==> config.mk <==
export PLATFORM = sky130hd
export DESIGN_NAME = lidar_scan_reflector_detect_core
export DESIGN_NICKNAME = d
export VERILOG_FILES = /design/src/rtl/core/lsrd_pkg.sv /design/src/rtl/core/lidar_scan_reflector_detect_core.sv /design/src/rtl/core/lsrd_ctrl.sv /design/src/rtl/core/lsrd_datapath.sv
export SDC_FILE = /design/constraint.sdc
export NUM_CORES = 2
export LEC_CHECK = 0
export BUFFER_PORTS_ARGS = -buffer_cell sky130_fd_sc_hd__buf_4
export CAP_MARGIN = 20
export CORE_MARGIN = 1
export CORE_UTILIZATION = 55
export DETAILED_ROUTE_END_ITERATION = 10
export MAX_ROUTING_LAYER = met4
export PLACE_DENSITY = 0.72
export SETUP_SLACK_MARGIN = 0.3
export SYNTH_ARGS = -nofsm -noshare
export SYNTH_HDL_FRONTEND = slang
export SYNTH_SLANG_ARGS = --single-unit
==> constraint.sdc <==
create_clock -name i_clk -period 9.81 [get_ports i_clk]
set_input_delay 1.962 -clock i_clk [delete_from_list [all_inputs] [get_ports i_clk]]
set_output_delay 1.962 -clock i_clk [all_outputs]
set_load 0.01 [all_outputs]
==> src/rtl/core/lsrd_pkg.sv <==
`timescale 1ns / 1ps
// ----------------------------------------------------------------------------
// lsrd_pkg
// Shared types, constants and the rotation angle table for the lidar scan
// reflector detector.
// ----------------------------------------------------------------------------
package lsrd_pkg;

    localparam int MAX_SAMPLES     = 2048;
    localparam int ROTATE_STAGES   = 16;
    localparam int ANGLE_TABLE_LEN = 24;
    localparam int ROT_STEPS       = (ROTATE_STAGES < ANGLE_TABLE_LEN) ?
                                     ROTATE_STAGES : ANGLE_TABLE_LEN;
    localparam int TAB_IDX_W       = $clog2(ANGLE_TABLE_LEN);

    localparam int DATA_W   = 16;
    localparam int COUNT_W  = 12;
    localparam int INDEX_W  = 11;
    localparam int POS_W    = 17;
    localparam int CFG_IDX_W = 2;
    localparam int COUNT_CAP = (MAX_SAMPLES < 4095) ? MAX_SAMPLES : 4095;

    // Rotation datapath widths: x and y carry r * 2^16 plus headroom.
    localparam int XY_W = 35;
    localparam int Z_W  = 33;

    localparam logic [31:0] GAIN_Q16  = 32'd39797;
    localparam logic [19:0] POS_LIMIT = 20'd65535;

    // Configuration register indexes.
    localparam logic [CFG_IDX_W-1:0] CFG_THRESHOLD  = 2'd0;
    localparam logic [CFG_IDX_W-1:0] CFG_NEAR_LIMIT = 2'd1;
    localparam logic [CFG_IDX_W-1:0] CFG_START_ANG  = 2'd2;
    localparam logic [CFG_IDX_W-1:0] CFG_ANG_STEP   = 2'd3;

    localparam logic [31:0] ANGLE_TABLE [ANGLE_TABLE_LEN] = '{
        32'h20000000, 32'h12E4051E, 32'h09FB385B, 32'h051111D4,
        32'h028B0D43, 32'h0145D7E1, 32'h00A2F61E, 32'h00517C55,
        32'h0028BE53, 32'h00145F2F, 32'h000A2F98, 32'h000517CC,
        32'h00028BE6, 32'h000145F3, 32'h0000A2FA, 32'h0000517D,
        32'h000028BE, 32'h0000145F, 32'h00000A30, 32'h00000518,
        32'h0000028C, 32'h00000146, 32'h000000A3, 32'h00000051
    };

    typedef enum logic [1:0] {
        S_IDLE,
        S_INIT,
        S_ROTATE,
        S_FINISH
    } t_state;

    typedef struct packed {
        logic take;      // a sample word is accepted this cycle
        logic rot_init;  // load the rotation registers from the captured point
        logic rot_step;  // perform one micro-rotation
        logic out_load;  // move the finished result into the output register
    } t_dp_cmd;

    typedef struct packed {
        logic iter_last; // the current micro-rotation is the final one
    } t_dp_status;

endpackage

==> src/rtl/core/lidar_scan_reflector_detect_core.sv <==
`timescale 1ns / 1ps
// ----------------------------------------------------------------------------
// lidar_scan_reflector_detect_core
// Counts high-intensity and near high-intensity lidar returns per scan and
// reports the Cartesian position of the first high-intensity return.
// Throughput: one sample word per cycle within a scan. After the last word of
// a scan no word is taken while the core loads the rotator, runs the 16 CORDIC
// micro-rotations and loads the output register. The result word is valid once
// the output register is loaded; that load waits while the previous result word
// is still waiting.
// Reset (synchronous, active low) restores the default configuration and
// clears all scan state and the output valid flag.
// ----------------------------------------------------------------------------
module lidar_scan_reflector_detect_core
    import lsrd_pkg::*;
(
    input  logic                    i_clk,
    input  logic                    i_rst_n,
    input  logic                    i_cfg_we,
    input  logic [CFG_IDX_W-1:0]    i_cfg_index,
    input  logic [DATA_W-1:0]       i_cfg_data,
    input  logic                    i_in_valid,
    output logic                    o_in_ready,
    input  logic [DATA_W-1:0]       i_intensity,
    input  logic [DATA_W-1:0]       i_range_mm,
    input  logic                    i_last,
    output logic                    o_out_valid,
    input  logic                    i_out_ready,
    output logic [COUNT_W-1:0]      o_high_count,
    output logic [COUNT_W-1:0]      o_near_high_count,
    output logic                    o_found,
    output logic signed [POS_W-1:0] o_pos_x,
    output logic signed [POS_W-1:0] o_pos_y
);

    t_dp_cmd    cmd;
    t_dp_status status;

    lsrd_ctrl u_ctrl (
        .i_clk       (i_clk),
        .i_rst_n     (i_rst_n),
        .i_in_valid  (i_in_valid),
        .i_in_last   (i_last),
        .o_in_ready  (o_in_ready),
        .o_out_valid (o_out_valid),
        .i_out_ready (i_out_ready),
        .i_status    (status),
        .o_cmd       (cmd)
    );

    lsrd_datapath u_datapath (
        .i_clk             (i_clk),
        .i_rst_n           (i_rst_n),
        .i_cfg_we          (i_cfg_we),
        .i_cfg_index       (i_cfg_index),
        .i_cfg_data        (i_cfg_data),
        .i_intensity       (i_intensity),
        .i_range_mm        (i_range_mm),
        .i_last            (i_last),
        .i_cmd             (cmd),
        .o_status          (status),
        .o_high_count      (o_high_count),
        .o_near_high_count (o_near_high_count),
        .o_found           (o_found),
        .o_pos_x           (o_pos_x),
        .o_pos_y           (o_pos_y)
    );

endmodule

==> src/rtl/core/lsrd_ctrl.sv <==
`timescale 1ns / 1ps
// ----------------------------------------------------------------------------
// lsrd_ctrl
// Sequencer: accepts sample words, runs the rotation after the last word of
// a scan and hands the result to the output register.
// ----------------------------------------------------------------------------
module lsrd_ctrl
    import lsrd_pkg::*;
(
    input  logic       i_clk,
    input  logic       i_rst_n,
    input  logic       i_in_valid,
    input  logic       i_in_last,
    output logic       o_in_ready,
    output logic       o_out_valid,
    input  logic       i_out_ready,
    input  t_dp_status i_status,
    output t_dp_cmd    o_cmd
);

    t_state r_state, n_state;
    logic   r_out_valid, n_out_valid;

    always_ff @(posedge i_clk) begin
        if (!i_rst_n) begin
            r_state     <= S_IDLE;
            r_out_valid <= 1'b0;
        end else begin
            r_state     <= n_state;
            r_out_valid <= n_out_valid;
        end
    end

    always_comb begin
        n_state    = r_state;
        o_cmd      = '0;
        o_in_ready = 1'b0;
        // A delivered word frees the output register.
        n_out_valid = r_out_valid && !i_out_ready;
        unique case (r_state)
            S_IDLE: begin
                o_in_ready = 1'b1;
                o_cmd.take = i_in_valid;
                if (i_in_valid && i_in_last) begin
                    n_state = S_INIT;
                end
            end
            S_INIT: begin
                o_cmd.rot_init = 1'b1;
                n_state        = S_ROTATE;
            end
            S_ROTATE: begin
                o_cmd.rot_step = 1'b1;
                if (i_status.iter_last) begin
                    n_state = S_FINISH;
                end
            end
            S_FINISH: begin
                if (!r_out_valid || i_out_ready) begin
                    o_cmd.out_load = 1'b1;
                    n_out_valid    = 1'b1;
                    n_state        = S_IDLE;
                end
            end
        endcase
    end

    assign o_out_valid = r_out_valid;

endmodule

==> src/rtl/core/lsrd_datapath.sv <==
`timescale 1ns / 1ps
// ----------------------------------------------------------------------------
// lsrd_datapath
// Configuration registers, per-scan counters and capture, an iterative
// CORDIC rotator and the output register.
// ----------------------------------------------------------------------------
module lsrd_datapath
    import lsrd_pkg::*;
(
    input  logic                        i_clk,
    input  logic                        i_rst_n,
    input  logic                        i_cfg_we,
    input  logic [CFG_IDX_W-1:0]        i_cfg_index,
    input  logic [DATA_W-1:0]           i_cfg_data,
    input  logic [DATA_W-1:0]           i_intensity,
    input  logic [DATA_W-1:0]           i_range_mm,
    input  logic                        i_last,
    input  t_dp_cmd                     i_cmd,
    output t_dp_status                  o_status,
    output logic [COUNT_W-1:0]          o_high_count,
    output logic [COUNT_W-1:0]          o_near_high_count,
    output logic                        o_found,
    output logic signed [POS_W-1:0]     o_pos_x,
    output logic signed [POS_W-1:0]     o_pos_y
);

    // Rounds a Q16 value half away from zero and clamps it to the position range.
    function automatic logic signed [POS_W-1:0] round_sat(input logic signed [XY_W-1:0] v);
        logic              neg;
        logic [XY_W-1:0]   mag;
        logic [XY_W:0]     sum;
        logic [19:0]       q;
        logic [POS_W-1:0]  m;
        neg = v[XY_W-1];
        mag = neg ? (~v + 1'b1) : v;
        sum = {1'b0, mag} + (XY_W+1)'(32768);
        q   = sum[XY_W:16];
        m   = (q > POS_LIMIT) ? POS_W'(POS_LIMIT) : POS_W'(q);
        return neg ? $signed(~m + 1'b1) : $signed(m);
    endfunction

    // Configuration.
    logic [DATA_W-1:0] r_threshold, r_near_limit, r_start_ang, r_ang_step;

    always_ff @(posedge i_clk) begin
        if (!i_rst_n) begin
            r_threshold  <= DATA_W'(128);
            r_near_limit <= DATA_W'(300);
            r_start_ang  <= '0;
            r_ang_step   <= DATA_W'(91);
        end else if (i_cfg_we) begin
            unique case (i_cfg_index)
                CFG_THRESHOLD:  r_threshold  <= i_cfg_data;
                CFG_NEAR_LIMIT: r_near_limit <= i_cfg_data;
                CFG_START_ANG:  r_start_ang  <= i_cfg_data;
                CFG_ANG_STEP:   r_ang_step   <= i_cfg_data;
            endcase
        end
    end

    // Scan state.
    logic [INDEX_W-1:0] r_index;
    logic [COUNT_W-1:0] r_high, r_near;
    logic               r_seen;
    logic [DATA_W-1:0]  r_first_range, r_first_ang;

    logic [COUNT_W-1:0] n_high, n_near;
    logic               n_seen;
    logic [DATA_W-1:0]  n_first_range, n_first_ang;
    logic               is_high, is_near;
    logic [INDEX_W+DATA_W-1:0] ang_prod;
    logic [DATA_W-1:0]  beam_ang;

    assign is_high  = i_intensity > r_threshold;
    assign is_near  = i_range_mm < r_near_limit;
    // Only the low 16 bits of the product matter, so signedness of the step is moot.
    assign ang_prod = r_index * r_ang_step;
    assign beam_ang = r_start_ang + ang_prod[DATA_W-1:0];

    always_comb begin
        n_high        = r_high;
        n_near        = r_near;
        n_seen        = r_seen;
        n_first_range = r_first_range;
        n_first_ang   = r_first_ang;
        if (is_high) begin
            if (r_high < COUNT_W'(COUNT_CAP)) begin
                n_high = r_high + 1'b1;
            end
            if (is_near && r_near < COUNT_W'(COUNT_CAP)) begin
                n_near = r_near + 1'b1;
            end
            if (!r_seen) begin
                n_seen        = 1'b1;
                n_first_range = i_range_mm;
                n_first_ang   = beam_ang;
            end
        end
    end

    // Result held for the rotation and output stages.
    logic [COUNT_W-1:0] r_res_high, r_res_near;
    logic               r_res_found;
    logic [DATA_W-1:0]  r_res_range, r_res_ang;

    always_ff @(posedge i_clk) begin
        if (!i_rst_n) begin
            r_index       <= '0;
            r_high        <= '0;
            r_near        <= '0;
            r_seen        <= 1'b0;
            r_first_range <= '0;
            r_first_ang   <= '0;
        end else if (i_cmd.take) begin
            if (i_last) begin
                r_index       <= '0;
                r_high        <= '0;
                r_near        <= '0;
                r_seen        <= 1'b0;
                r_first_range <= '0;
                r_first_ang   <= '0;
            end else begin
                r_index       <= r_index + 1'b1;
                r_high        <= n_high;
                r_near        <= n_near;
                r_seen        <= n_seen;
                r_first_range <= n_first_range;
                r_first_ang   <= n_first_ang;
            end
        end
    end

    always_ff @(posedge i_clk) begin
        if (i_cmd.take && i_last) begin
            r_res_high  <= n_high;
            r_res_near  <= n_near;
            r_res_found <= n_seen;
            r_res_range <= n_first_range;
            r_res_ang   <= n_first_ang;
        end
    end

    // Iterative CORDIC in rotation mode, one micro-rotation per cycle.
    logic signed [XY_W-1:0] r_x, r_y;
    logic signed [Z_W-1:0]  r_z;
    logic [TAB_IDX_W-1:0]   r_iter;

    logic [31:0]            init_prod;
    logic signed [XY_W-1:0] init_x, dx, dy;
    logic                   fold;
    logic signed [Z_W-1:0]  init_z, step_ang;

    assign init_prod = r_res_range * GAIN_Q16[DATA_W-1:0];
    // Angles outside [-pi/2, pi/2) are turned by pi with the start vector negated.
    assign fold      = r_res_ang[DATA_W-1] ^ r_res_ang[DATA_W-2];
    assign init_x    = fold ? -$signed(XY_W'(init_prod)) : $signed(XY_W'(init_prod));
    assign init_z    = $signed({{(Z_W-DATA_W-16){r_res_ang[DATA_W-1] ^ fold}},
                                r_res_ang[DATA_W-1] ^ fold,
                                r_res_ang[DATA_W-2:0], 16'b0});
    assign dx        = r_y >>> r_iter;
    assign dy        = r_x >>> r_iter;
    assign step_ang  = $signed(Z_W'(ANGLE_TABLE[r_iter]));

    assign o_status.iter_last = (r_iter == TAB_IDX_W'(ROT_STEPS - 1));

    always_ff @(posedge i_clk) begin
        if (i_cmd.rot_init) begin
            r_x    <= init_x;
            r_y    <= '0;
            r_z    <= init_z;
            r_iter <= '0;
        end else if (i_cmd.rot_step) begin
            if (!r_z[Z_W-1]) begin
                r_x <= r_x - dx;
                r_y <= r_y + dy;
                r_z <= r_z - step_ang;
            end else begin
                r_x <= r_x + dx;
                r_y <= r_y - dy;
                r_z <= r_z + step_ang;
            end
            r_iter <= r_iter + 1'b1;
        end
    end

    // Output register.
    logic [COUNT_W-1:0]      r_o_high, r_o_near;
    logic                    r_o_found;
    logic signed [POS_W-1:0] r_o_x, r_o_y;

    always_ff @(posedge i_clk) begin
        if (i_cmd.out_load) begin
            r_o_high  <= r_res_high;
            r_o_near  <= r_res_near;
            r_o_found <= r_res_found;
            r_o_x     <= r_res_found ? round_sat(r_x) : '0;
            r_o_y     <= r_res_found ? round_sat(r_y) : '0;
        end
    end

    assign o_high_count      = r_o_high;
    assign o_near_high_count = r_o_near;
    assign o_found           = r_o_found;
    assign o_pos_x           = r_o_x;
    assign o_pos_y           = r_o_y;

endmodule

==> impl_metrics.yaml <==
run_status:
  status: "finished, final reports clean"
timing:
  timing.fmax_mhz: 130
  worst_pin_slew_ns: 0.947
  fin_crit_ns: 7.68
  slew_viol_final: 0
  rsz0062_at_grt: "no"
  hold_viol_final: 0
  fin_skew_ns: 0.0367
  max-slew-margin-rel: 0.367
  fin_crit_sh: 0.783
  finalSetupTns_ns: 0
  setup_viol: 0
clock_tree:
  cts-root-buf: "clkbuf_16"
  numCtsBuffers: 43
  postCtsHoldBufs: 0
  cts_setup_buffers: 0
  cts-resized-gates: 0
  clock-sinks: 359
  clk_path_buf_depth: 3
  clock_latency_ns: 0.61
  clkSlewWorstSetupHoldPaths_ns: 0.06
  htreeDepth: 2
  cts_tree: "built"
yosys:
  synth.area.top_cells: "edfxtp_1, fa_1, ha_1, dfxtp_1, nand2_1"
  yosysWarningCount: 0
  yosys.area.top_type: "edfxtp_1"
  yosys-top-cells-count: "nand2_1, inv_1, nor2_1"
  synth_top_area_frac: 0.128
  synth-edff-count: 168
  synth_most_common_cell: "nand2_1"
  synth_ff_type: "dfxtp_1"
  synthDistinctLibCells: 99
  netlist_instances: 4586
  synthesis.nets: 5149
  syn-cell-area_um2: 39500
  synth_area_per_cell_um2: 8.61
  ys_async_sr_fraction: 0
  ys_ff_latch: 359
  yosysSeqAreaShare: 0.225
setup_path:
  crit_type: "reg -> reg"
  critPathRequiredTime_ns: 10.13
  end_kind: "flip-flop"
  cp-start-kind: "flip-flop"
  worstPathMaxFanout: 6
  arrival_ns: 8.01
route:
  initialDrtViolationCount: 2692
  firstDrtPassIters: 10
  wirelength_um: 106000
  post_drt_wl_per_cell_um: 19.3
  routed_via_density: 6.17
  vias: 33900
  drc_errors: 0
  antenna_left: 0
global_routing:
  grt_usage: 0.295
  grt_max_degree: 87
  antenna_found_initial: 0
  grt_pass1_wl_um: 172000
  grt-ovfl-total: 0
  grt_pass1_vias: 32100
cells_and_area:
  fillers: 6255
  layout-drive-gt1-share: 0.0965
  multi_input_area_um2: 28100
  fin_nets: 5078
  antenna_cells: 0
  syn2layout_area_growth_pct: 7.11
  regArea_um2: 8880
floorplan:
  fp.dieW_um: 270
  core_area_um2: 70500
  die_area_um2: 72800
  die_height_um: 270
  io-pin-count: 117
  initial_core_util: 0.560
  row_count: 97
placement:
  dp_hpwl_um: 79500
  portBuffers: 116
  place.gp.congestion: 0.994
hold_path:
  hold_class: "reg -> reg"
flow_run:
  maxCapViolations: 0
-- cells by family after synthesis --
group,share of synthesized area
adder cells (fa/ha/maj),0.198
XOR/XNOR,0.0743
AO/OA/AOI/OAI,0.178
flip-flops,0.225
AND/OR/NAND/NOR,0.169
buffers and inverters,0.0651
multiplexers,0.0908
-- final cells by class --
class | count | share of cell area
multi-input cells | 3565 | 0.664
flip-flops and latches | 359 | 0.210
inverters | 384 | 0.0341
repair buffers | 162 | 0.0291
clock buffers | 59 | 0.0288
well taps | 940 | 0.0278
clock inverters | 20 | 0.00571
-- final timing paths --
check	startpoint	to	slack, ns	cells past startpoint
setup / recovery	u_datapath.r_res_range[10]$_DFFE_PP_	u_datapath.r_x[31]$_DFFE_PP_	2.13	22
hold / removal	u_datapath.r_res_near[9]$_DFFE_PP_	u_datapath.o_near_high_count[9]$_DFFE_PP_	0.41	0
setup reg to reg	u_datapath.r_res_range[10]$_DFFE_PP_	u_datapath.r_x[31]$_DFFE_PP_	2.13	22
hold reg to reg	u_datapath.r_res_near[9]$_DFFE_PP_	u_datapath.o_near_high_count[9]$_DFFE_PP_	0.41	0
-- critical path, cell delays in order, from the launching register on --
cell      delay, ns
edfxtp_1       0.50
inv_1          0.25
fa_1           0.48
fa_1           0.51
inv_1          0.05
fa_1           0.54
fa_1           0.45
fa_1           0.55
inv_1          0.05
fa_1           0.53
inv_1          0.04
ha_1           0.36
and2_1         0.21
and3_1         0.17
o221ai_1       0.19
a31oi_1        0.40
o221ai_1       0.19
a2111o_1       0.48
nor4_1         0.54
nand4_1        0.32
o41ai_1        0.38
xnor2_1        0.17
a21oi_1        0.08
-- registers in the layout (all words and copies together) (netlist names), 16 cells and up --
register and cells:
u_datapath.o_pos_x 17, u_datapath.o_pos_y 17, u_datapath.r_ang_step 16, u_datapath.r_first_ang 16, u_datapath.r_first_range 16, u_datapath.r_near_limit 16
u_datapath.r_res_ang 16, u_datapath.r_res_range 16, u_datapath.r_start_ang 16, u_datapath.r_threshold 16, u_datapath.r_x 35, u_datapath.r_y 35
u_datapath.r_z 33
-- metrics by stage --
| stage | hold WS (ns) | instance area, µm² | utilization | worst slack [ns] | std cells |
|---|---|---|---|---|---|
| finish | 0.411 | 42300 | 0.600 | 2.13 | 5489 |
| global route | 0.423 | 42300 | 0.600 | 1.57 | 5489 |
| CTS | 0.413 | 42300 | 0.599 | 2.12 | 5487 |
| detailed placement | 0.405 | 40800 | 0.579 | 2.11 | 5408 |
| global placement | 0.402 | 40800 | 0.579 | 2.30 | 5408 |
| floorplan | 0.400 | 39500 | - | 2.84 | 4586 |
-- per-layer routing --
layer / up-vias / share of wire / GRT usage
met4: 0 / 0.035 / 0.0979
met1: 16300 / 0.43 / 0.380
met2: 1185 / 0.47 / 0.481
li1: 16100 / - / -
met3: 242 / 0.066 / 0.0379
met5: - / 0 / -
-- cells in the final DEF, fill, tap and decap left out, types with 31 or more instances in the layout --
cell type,count
o31ai_1,34
nand3_1,94
a211oi_1,31
inv_1,380
nand2b_1,39
o21ai_0,180
nor2b_1,45
a22oi_1,40
a21oi_1,306
nor3_1,71
o21a_1,35
mux2_2,58
a21o_1,66
nand2_1,510
ha_1,309
buf_4,161
fa_1,195
o211ai_1,35
mux2i_1,110
xor2_1,126
and3_1,38
nor2_1,356
edfxtp_1,168
nand4_1,36
mux4_2,80
clkbuf_16,45
and2_1,72
dfxtp_1,185
xnor2_1,209
a31oi_1,56
Power is not shown: default switching activity piles up to over one toggle a cycle in this logic, so the estimate is an artifact.
